`src/rtl/line_pixel_generator_assert.svh`:
```
// Assertion macros used by the line pixel generator datapath.
// Each macro expects clk and rst_n in scope.
`ifndef LINE_PIXEL_GENERATOR_ASSERT_SVH
`define LINE_PIXEL_GENERATOR_ASSERT_SVH

// Same-cycle implication.
`define LPG_ASSERT_IMPL(label, ante, cons) \
    label: assert property (@(posedge clk) disable iff (!rst_n) (ante) |-> (cons)) \
        else $error("lpg: same-cycle check failed");

// Next-cycle implication.
`define LPG_ASSERT_NEXT(label, ante, cons) \
    label: assert property (@(posedge clk) disable iff (!rst_n) (ante) |=> (cons)) \
        else $error("lpg: next-cycle check failed");

`endif

```
`src/rtl/lpg_pkg.sv`:
```
package lpg_pkg;

    localparam int COORD_BITS = 6;
    localparam int COLOR_BITS = 24;
    // doubled error plus one increment needs two more bits and a sign
    localparam int ERR_BITS   = COORD_BITS + 3;

    typedef enum logic
    {
        ST_IDLE,
        ST_WALK
    } lpg_state_t;

    typedef struct packed
    {
        logic load;  // latch a new command and set up the walk
        logic walk;  // emit the current pixel and advance
    } lpg_cmd_t;

    typedef struct packed
    {
        logic at_end;  // current pixel is the last of the line
    } lpg_status_t;

endpackage

```
`src/rtl/lpg_ctrl.sv`:
```
module lpg_ctrl
(
    input  logic                clk,
    input  logic                rst_n,
    input  logic                start,
    input  lpg_pkg::lpg_status_t status,
    output lpg_pkg::lpg_cmd_t    cmd,
    output logic                busy
);
    import lpg_pkg::*;

    lpg_state_t state_reg;
    lpg_state_t state_next;

    always_ff @(posedge clk or negedge rst_n)
    begin
        if (!rst_n)
        begin
            state_reg <= ST_IDLE;
        end
        else
        begin
            state_reg <= state_next;
        end
    end

    always_comb
    begin
        state_next = state_reg;
        unique case (state_reg)
            ST_IDLE:
            begin
                if (start)
                begin
                    state_next = ST_WALK;
                end
            end
            ST_WALK:
            begin
                if (status.at_end)
                begin
                    state_next = ST_IDLE;
                end
            end
            default:
            begin
                state_next = ST_IDLE;
            end
        endcase
    end

    always_comb
    begin
        cmd.load = 1'b0;
        cmd.walk = 1'b0;
        busy     = 1'b0;
        unique case (state_reg)
            ST_IDLE:
            begin
                cmd.load = start;
            end
            ST_WALK:
            begin
                cmd.walk = 1'b1;
                busy     = 1'b1;
            end
            default:
            begin
                busy = 1'b0;
            end
        endcase
    end

endmodule

```
`src/rtl/lpg_datapath.sv`:
```
module lpg_datapath
(
    input  logic                           clk,
    input  logic                           rst_n,
    input  lpg_pkg::lpg_cmd_t              cmd,
    output lpg_pkg::lpg_status_t           status,
    input  logic [lpg_pkg::COORD_BITS-1:0] start_x,
    input  logic [lpg_pkg::COORD_BITS-1:0] start_y,
    input  logic [lpg_pkg::COORD_BITS-1:0] end_x,
    input  logic [lpg_pkg::COORD_BITS-1:0] end_y,
    input  logic [lpg_pkg::COLOR_BITS-1:0] color,
    output logic                           pixel_valid,
    output logic [lpg_pkg::COORD_BITS-1:0] pixel_x,
    output logic [lpg_pkg::COORD_BITS-1:0] pixel_y,
    output logic [lpg_pkg::COLOR_BITS-1:0] pixel_color,
    output logic                           last_pixel
);
    import lpg_pkg::*;
`include "line_pixel_generator_assert.svh"

    // setup: transpose steep lines, order endpoints by major coordinate
    logic [COORD_BITS-1:0] adx;
    logic [COORD_BITS-1:0] ady;
    logic                  steep;
    logic [COORD_BITS-1:0] a_maj;
    logic [COORD_BITS-1:0] a_min;
    logic [COORD_BITS-1:0] b_maj;
    logic [COORD_BITS-1:0] b_min;
    logic                  swap;
    logic [COORD_BITS-1:0] s_maj;
    logic [COORD_BITS-1:0] s_min;
    logic [COORD_BITS-1:0] e_maj;
    logic [COORD_BITS-1:0] e_min;
    logic                  up;
    logic [COORD_BITS-1:0] admin;

    // walk state
    logic [COORD_BITS-1:0]      major_reg;
    logic [COORD_BITS-1:0]      end_reg;
    logic [COORD_BITS-1:0]      minor_reg;
    logic [COORD_BITS-1:0]      dmaj_reg;
    logic [COORD_BITS:0]        incr_reg;
    logic                       up_reg;
    logic                       steep_reg;
    logic signed [ERR_BITS-1:0] err_reg;
    logic [COLOR_BITS-1:0]      color_reg;

    logic signed [ERR_BITS-1:0] dmaj_s;
    logic signed [ERR_BITS-1:0] dmaj2_s;
    logic signed [ERR_BITS-1:0] err_sum;
    logic                       minor_step;
    logic signed [ERR_BITS-1:0] err_next;
    logic [COORD_BITS-1:0]      minor_next;

    // output word
    logic                  pixel_valid_reg;
    logic [COORD_BITS-1:0] pixel_x_reg;
    logic [COORD_BITS-1:0] pixel_y_reg;
    logic [COLOR_BITS-1:0] pixel_color_reg;
    logic                  last_pixel_reg;

    always_comb
    begin
        adx   = (start_x > end_x) ? (start_x - end_x) : (end_x - start_x);
        ady   = (start_y > end_y) ? (start_y - end_y) : (end_y - start_y);
        steep = (adx < ady);
        a_maj = steep ? start_y : start_x;
        a_min = steep ? start_x : start_y;
        b_maj = steep ? end_y : end_x;
        b_min = steep ? end_x : end_y;
        swap  = (a_maj > b_maj);
        s_maj = swap ? b_maj : a_maj;
        s_min = swap ? b_min : a_min;
        e_maj = swap ? a_maj : b_maj;
        e_min = swap ? a_min : b_min;
        up    = (e_min > s_min);
        admin = up ? (e_min - s_min) : (s_min - e_min);
    end

    assign dmaj_s     = signed'(ERR_BITS'(dmaj_reg));
    assign dmaj2_s    = signed'(ERR_BITS'({dmaj_reg, 1'b0}));
    assign err_sum    = err_reg + signed'(ERR_BITS'(incr_reg));
    assign minor_step = (err_sum > dmaj_s);
    assign err_next   = minor_step ? (err_sum - dmaj2_s) : err_sum;
    assign minor_next = !minor_step ? minor_reg
                      : (up_reg ? (minor_reg + 1'b1) : (minor_reg - 1'b1));

    assign status.at_end = (major_reg == end_reg);

    always_ff @(posedge clk)
    begin
        if (cmd.load)
        begin
            major_reg <= s_maj;
            end_reg   <= e_maj;
            minor_reg <= s_min;
            dmaj_reg  <= e_maj - s_maj;
            incr_reg  <= {admin, 1'b0};
            up_reg    <= up;
            steep_reg <= steep;
            err_reg   <= '0;
            color_reg <= color;
        end
        else if (cmd.walk)
        begin
            major_reg <= major_reg + 1'b1;
            minor_reg <= minor_next;
            err_reg   <= err_next;
        end
    end

    always_ff @(posedge clk or negedge rst_n)
    begin
        if (!rst_n)
        begin
            pixel_valid_reg <= 1'b0;
        end
        else
        begin
            pixel_valid_reg <= cmd.walk;
        end
    end

    always_ff @(posedge clk)
    begin
        if (cmd.walk)
        begin
            pixel_x_reg     <= steep_reg ? minor_reg : major_reg;
            pixel_y_reg     <= steep_reg ? major_reg : minor_reg;
            pixel_color_reg <= color_reg;
            last_pixel_reg  <= status.at_end;
        end
    end

    assign pixel_valid = pixel_valid_reg;
    assign pixel_x     = pixel_x_reg;
    assign pixel_y     = pixel_y_reg;
    assign pixel_color = pixel_color_reg;
    assign last_pixel  = last_pixel_reg;

    // the final walk cycle must put out a flagged word
    `LPG_ASSERT_NEXT(a_last_flagged, cmd.walk && status.at_end, pixel_valid_reg && last_pixel_reg)
    // the walk never passes the far endpoint
    `LPG_ASSERT_IMPL(a_major_bound, cmd.walk, major_reg <= end_reg)
    // error term stays within (-dmaj, dmaj]
    `LPG_ASSERT_IMPL(a_err_bound, cmd.walk, (err_reg <= dmaj_s) && (err_reg > -dmaj_s || dmaj_reg == '0))

endmodule

```
`src/rtl/line_pixel_generator.sv`:
```
// The load sets up the walk; the first walk state then registers the first pixel word.
// Throughput: one pixel word per cycle while busy; a command keeps busy high while the
// pixel walk of the datapath, the loop, runs from the near endpoint to the far one.
// A new command can be taken once busy falls, so a line is not accepted before the last is done.
// Reset (asynchronous, active low) returns the controller to idle and clears the strobe.
// The receiver cannot stall: each word shows for one cycle, marked by pixel_valid.
module line_pixel_generator
(
    input  logic                           clk,
    input  logic                           rst_n,
    input  logic                           start,
    output logic                           busy,
    input  logic [lpg_pkg::COORD_BITS-1:0] start_x,
    input  logic [lpg_pkg::COORD_BITS-1:0] start_y,
    input  logic [lpg_pkg::COORD_BITS-1:0] end_x,
    input  logic [lpg_pkg::COORD_BITS-1:0] end_y,
    input  logic [lpg_pkg::COLOR_BITS-1:0] color,
    output logic                           pixel_valid,
    output logic [lpg_pkg::COORD_BITS-1:0] pixel_x,
    output logic [lpg_pkg::COORD_BITS-1:0] pixel_y,
    output logic [lpg_pkg::COLOR_BITS-1:0] pixel_color,
    output logic                           last_pixel
);
    import lpg_pkg::*;

    // Controller: idle until start, then hold in the walk until the last pixel.
    lpg_cmd_t    cmd;
    lpg_status_t status;

    lpg_ctrl u_ctrl
    (
        .clk    (clk),
        .rst_n  (rst_n),
        .start  (start),
        .status (status),
        .cmd    (cmd),
        .busy   (busy)
    );

    // Datapath: on load, transpose and order the endpoints and latch the
    // doubled increment; on each walk cycle, drop one pixel word into the
    // output register and advance the major coordinate, stepping the minor
    // one when the doubled error passes the major length.
    lpg_datapath u_datapath
    (
        .clk         (clk),
        .rst_n       (rst_n),
        .cmd         (cmd),
        .status      (status),
        .start_x     (start_x),
        .start_y     (start_y),
        .end_x       (end_x),
        .end_y       (end_y),
        .color       (color),
        .pixel_valid (pixel_valid),
        .pixel_x     (pixel_x),
        .pixel_y     (pixel_y),
        .pixel_color (pixel_color),
        .last_pixel  (last_pixel)
    );

endmodule
```
`config.mk`:
```
export PLATFORM = sky130hd
export DESIGN_NAME = line_pixel_generator
export DESIGN_NICKNAME = d
export VERILOG_FILES = /design/src/rtl/lpg_pkg.sv /design/src/rtl/lpg_ctrl.sv /design/src/rtl/lpg_datapath.sv /design/src/rtl/line_pixel_generator.sv
export VERILOG_INCLUDE_DIRS = /design/src /design/src/rtl
export SDC_FILE = /design/constraint.sdc
export NUM_CORES = 1
export LEC_CHECK = 0
export BUFFER_PORTS_ARGS = -buffer_cell sky130_fd_sc_hd__buf_2
export CORE_MARGIN = 2
export CORE_UTILIZATION = 40
export CTS_CLUSTER_DIAMETER = 100
export DETAILED_ROUTE_END_ITERATION = 10
export HOLD_SLACK_MARGIN = 0.05
export PLACE_DENSITY_LB_ADDON = 0.25
export SYNTH_ARGS = -nofsm -noshare
export SYNTH_HDL_FRONTEND = slang
export SYNTH_HIERARCHICAL = 1
export SYNTH_SLANG_ARGS = --single-unit
```
`constraint.sdc`:
```
create_clock -name clk -period 8.5 [get_ports clk]
set_clock_uncertainty 0.15 [all_clocks]
set_input_delay 1.275 -clock clk [delete_from_list [all_inputs] [get_ports clk]]
set_output_delay 1.275 -clock clk [all_outputs]
set_load 0.01 [all_outputs]
```
==> impl_metrics.tcl <==
set metrics [dict create \
    num_vias 5221 \
    cp_common_cell "a21oi_2" \
    placed_cell_area_mm2 0.00796 \
    gp_congestion 0.931 \
    worstSetupPathType "input port to register" \
    r2r_end "u_datapath/err_reg[3]$_SDFFE_PP0P_" \
    r2r.worst_path.cells 14 \
    maxSlewHeadroom_pct 53.3 \
    drt-total-wl_mm 16.9 \
    crit_path_end_kind "register" \
    hold_end "u_datapath/pixel_color[13]$_DFFE_PP_" \
    rows 47 \
    crit_required_ns 8.46 \
    syn_area_mm2 0.00686 \
    netlist_instances 630 \
    critPathLaunch "start_x[0]" \
    diodes 0 \
    syn_to_final_growth_pct 25.3 \
    critPathArrivalTime_ns 8.24 \
    numPortBuffers 89 \
    comb_power_share_pct 68.9 \
    cts-root-buf "clkbuf_16" \
    ir_drop_v 0.000276 \
    min-delay-start "u_datapath/color_reg[13]$_DFFE_PP_" \
    worstSkewPairLatency_ns 0.35 \
    final_area_mm2 0.00859 \
    antenna_found_initial 0 \
    tightest_slew_ns 0.696 \
    cts_hold_buffers 0 \
    start_util_pct 41.1 \
    grt_overflow_total 0 \
    status "completed" \
    drt-pass1-iter-count 5 \
    cts_buffer_depth 2 \
    ys_warn_count 6 \
    finalSetupViolCount 0 \
    power.switching_mw 1.78 \
    min_path_cells 0 \
    grt_pass1_vias 5233 \
    grt.total_usage_pct 18.6 \
    clock.fmax_mhz 121 \
    grt_max_degree 55 \
    slew_viol_final 0 \
    vias_per_cell 5.19 \
    avgSynthCellArea_um2 10.9 \
    drive_gt1_share_pct 32.2 \
    dp_hpwl_mm 13.2 \
    cp-start-kind "input port" \
    dr.first_iter.drc_count 327 \
    finalCritPeriodShare_pct 97.5 \
    fp.dieArea_mm2 0.0182 \
    cap_violations 0 \
    share_seq_of_total_power_pct 21.4 \
    p_clk_share_pct 9.7 \
    ys_seq_elements 103 \
    fp.dieH_um 135 \
    ys_seq_area_share_pct 43.8 \
    synth-edff-count 93 \
    synthFlopType "edfxtp_1" \
    path_max_fanout 6 \
    tritoncts "yes" \
    ys_types 56 \
    leakagePower_nw 3.76 \
    drc_errors 0 \
    syn_nets 755 \
    p_int_mw 2.45 \
    synth_area_leader_cell "edfxtp_1" \
    coreArea_mm2 0.0167 \
    synth_area_leaders "edfxtp_1 (41%), ha_1 (12%), mux2i_1 (5.0%)" \
    grt_pass1_wl_mm 26.7 \
    async_flop_share_pct 1.94 \
    clkTransAtPathRegs_ns 0.08 \
    numCtsBuffers 9 \
    post-synth-top-area-fraction_pct 40.7 \
    min_period_ns 8.29 \
    clock_sinks 103 \
    rr_startpoint "u_datapath/incr_reg[1]$_DFFE_PP_" \
    p_per_area_mw_per_mm2 493 \
    io_pins 90 \
    rrSetupSlack_ns 4.59 \
    cp_slowest_cell "fa_2" \
    finalNetCount 906 \
    slowest_delay_ns 0.39 \
    cts-htree-levels 3 \
    routedWlPerCell_um 16.8 \
    detail-route-antenna-nets 0 \
    hold_violations 0 \
    die_w_um 135 \
    holdWs_ns 0.272 \
    hp-class "register to register" \
    swShare_pct 42.1 \
]
metrics by stage:
| stage | utilization, % | std cells | setup WS (ns) | power (mW) | TNS [ns] |
|---|---|---|---|---|---|
| floorplan | - | 630 | 0.00757 | 2.75 | 0 |
| finish | 51.5 | 1006 | 0.214 | 4.23 | 0 |
| CTS | 49.6 | 987 | 0.00827 | 3.99 | 0 |
| detailed placement | 47.7 | 971 | -0.352 | 3.55 | -0.637 |
| global placement | 47.7 | 971 | -0.0589 | 3.49 | -0.0589 |
| global route | 51.5 | 1006 | -0.0847 | 4.57 | -0.0847 |
metal layers:
layer	share of wire, %	GRT usage (%)
met2	50	32.6
met3	3.9	2.55
met4	2.1	5.32
met5	0	0
met1	44	24.0
logic make-up (layout without fill, tap and decap cells):
family | after synthesis | after routing | synth area share (%)
AOI/OAI and AO/OA | 153 | 153 | 14.2
xor gates and xnor gates | 43 | 43 | 5.49
adders and majority gates | 78 | 78 | 15.1
buffers and inverters | 79 | 234 | 4.58
DFF | 103 | 103 | 43.8
muxes | 57 | 57 | 8.96
and+or+nand+nor | 117 | 118 | 7.86
power groups by stage:
stage          logic, mW  registers, mW  clock network [mW]
3_5_place_dp        2.64          0.917                   0
4_1_cts             2.66          0.907               0.422
2_1_floorplan       1.83          0.912                   0
6_report            2.92          0.905               0.412
5_1_grt             3.20          0.922               0.444
3_3_place_gp        2.58          0.911                   0
critical path: cells and delay by family:
family	cells	cell delay [ns]
compound gates	18	2.79
xor+xnor	2	0.27
fa+ha+maj	8	2.20
buf+inv	6	0.54
mux	3	0.79
simple gates	3	0.37
cells in the mapped netlist, types with 3 or more instances:
| master | instances |
|---|---|
| xnor2_1 | 28 |
| buf_2 | 5 |
| and2_1 | 5 |
| nand3_1 | 9 |
| o211ai_1 | 12 |
| a21oi_1 | 64 |
| xor2_1 | 15 |
| clkbuf_1 | 9 |
| a31oi_1 | 3 |
| nor2b_1 | 4 |
| buf_1 | 4 |
| a21o_1 | 25 |
| nor2_1 | 39 |
| nor3_1 | 3 |
| o21ai_0 | 15 |
| edfxtp_1 | 93 |
| maj3_2 | 4 |
| nand4_1 | 4 |
| o21bai_1 | 11 |
| ha_1 | 65 |
| dfxtp_1 | 8 |
| mux2_2 | 21 |
| nand2_1 | 40 |
| mux2i_1 | 34 |
| fa_1 | 9 |
| inv_1 | 56 |
| a211oi_1 | 10 |
how the worst max path moves through the flow:
| stage | cells past startpoint | endpoint | slack (ns) |
|---|---|---|---|
| final | 40 | u_datapath/incr_reg[6]$_DFFE_PP_ | 0.21 |
| after global routing | 42 | u_datapath/incr_reg[6]$_DFFE_PP_ | -0.08 |
| after CTS | 43 | u_datapath/incr_reg[6]$_DFFE_PP_ | 0.008 |
| after detailed placement | 43 | u_datapath/incr_reg[6]$_DFFE_PP_ | -0.35 |
| after global placement | 41 | u_datapath/incr_reg[6]$_DFFE_PP_ | -0.06 |
| after floorplan | 42 | u_datapath/incr_reg[6]$_DFFE_PP_ | 0.008 |
area by class of cell:
class                      count  area, um2
tap                          220        275
multi-input combinational    449       3770
sequential                   103       3000
clock inverter                 7       88.8
clock buffer                   9        225
timing repair buffer         159       1010
inverter                      59        221
fill                        1496       8110
repair_timing:
action | in CTS | in global routing
endpoints found under the hold margin | 0 | 0
setup buffers | 0 | 18
endpoints found under the setup margin | 0 | 5
gates resized for setup | 0 | 39
placed cells by master, fill, tap and decap left out, types with 9 or more instances in the layout:
cell type	n
edfxtp_1	93
buf_2	89
mux2i_1	26
o21ai_0	14
a21o_1	25
clkbuf_16	9
buf_4	64
o21bai_1	11
mux2_2	20
nor2_1	38
inv_1	52
a21oi_1	52
xor2_1	15
ha_1	62
a21oi_2	12
xnor2_1	28
nand2_1	38
a211oi_1	9
o211ai_1	12
(Power assumes the default switching activity.)
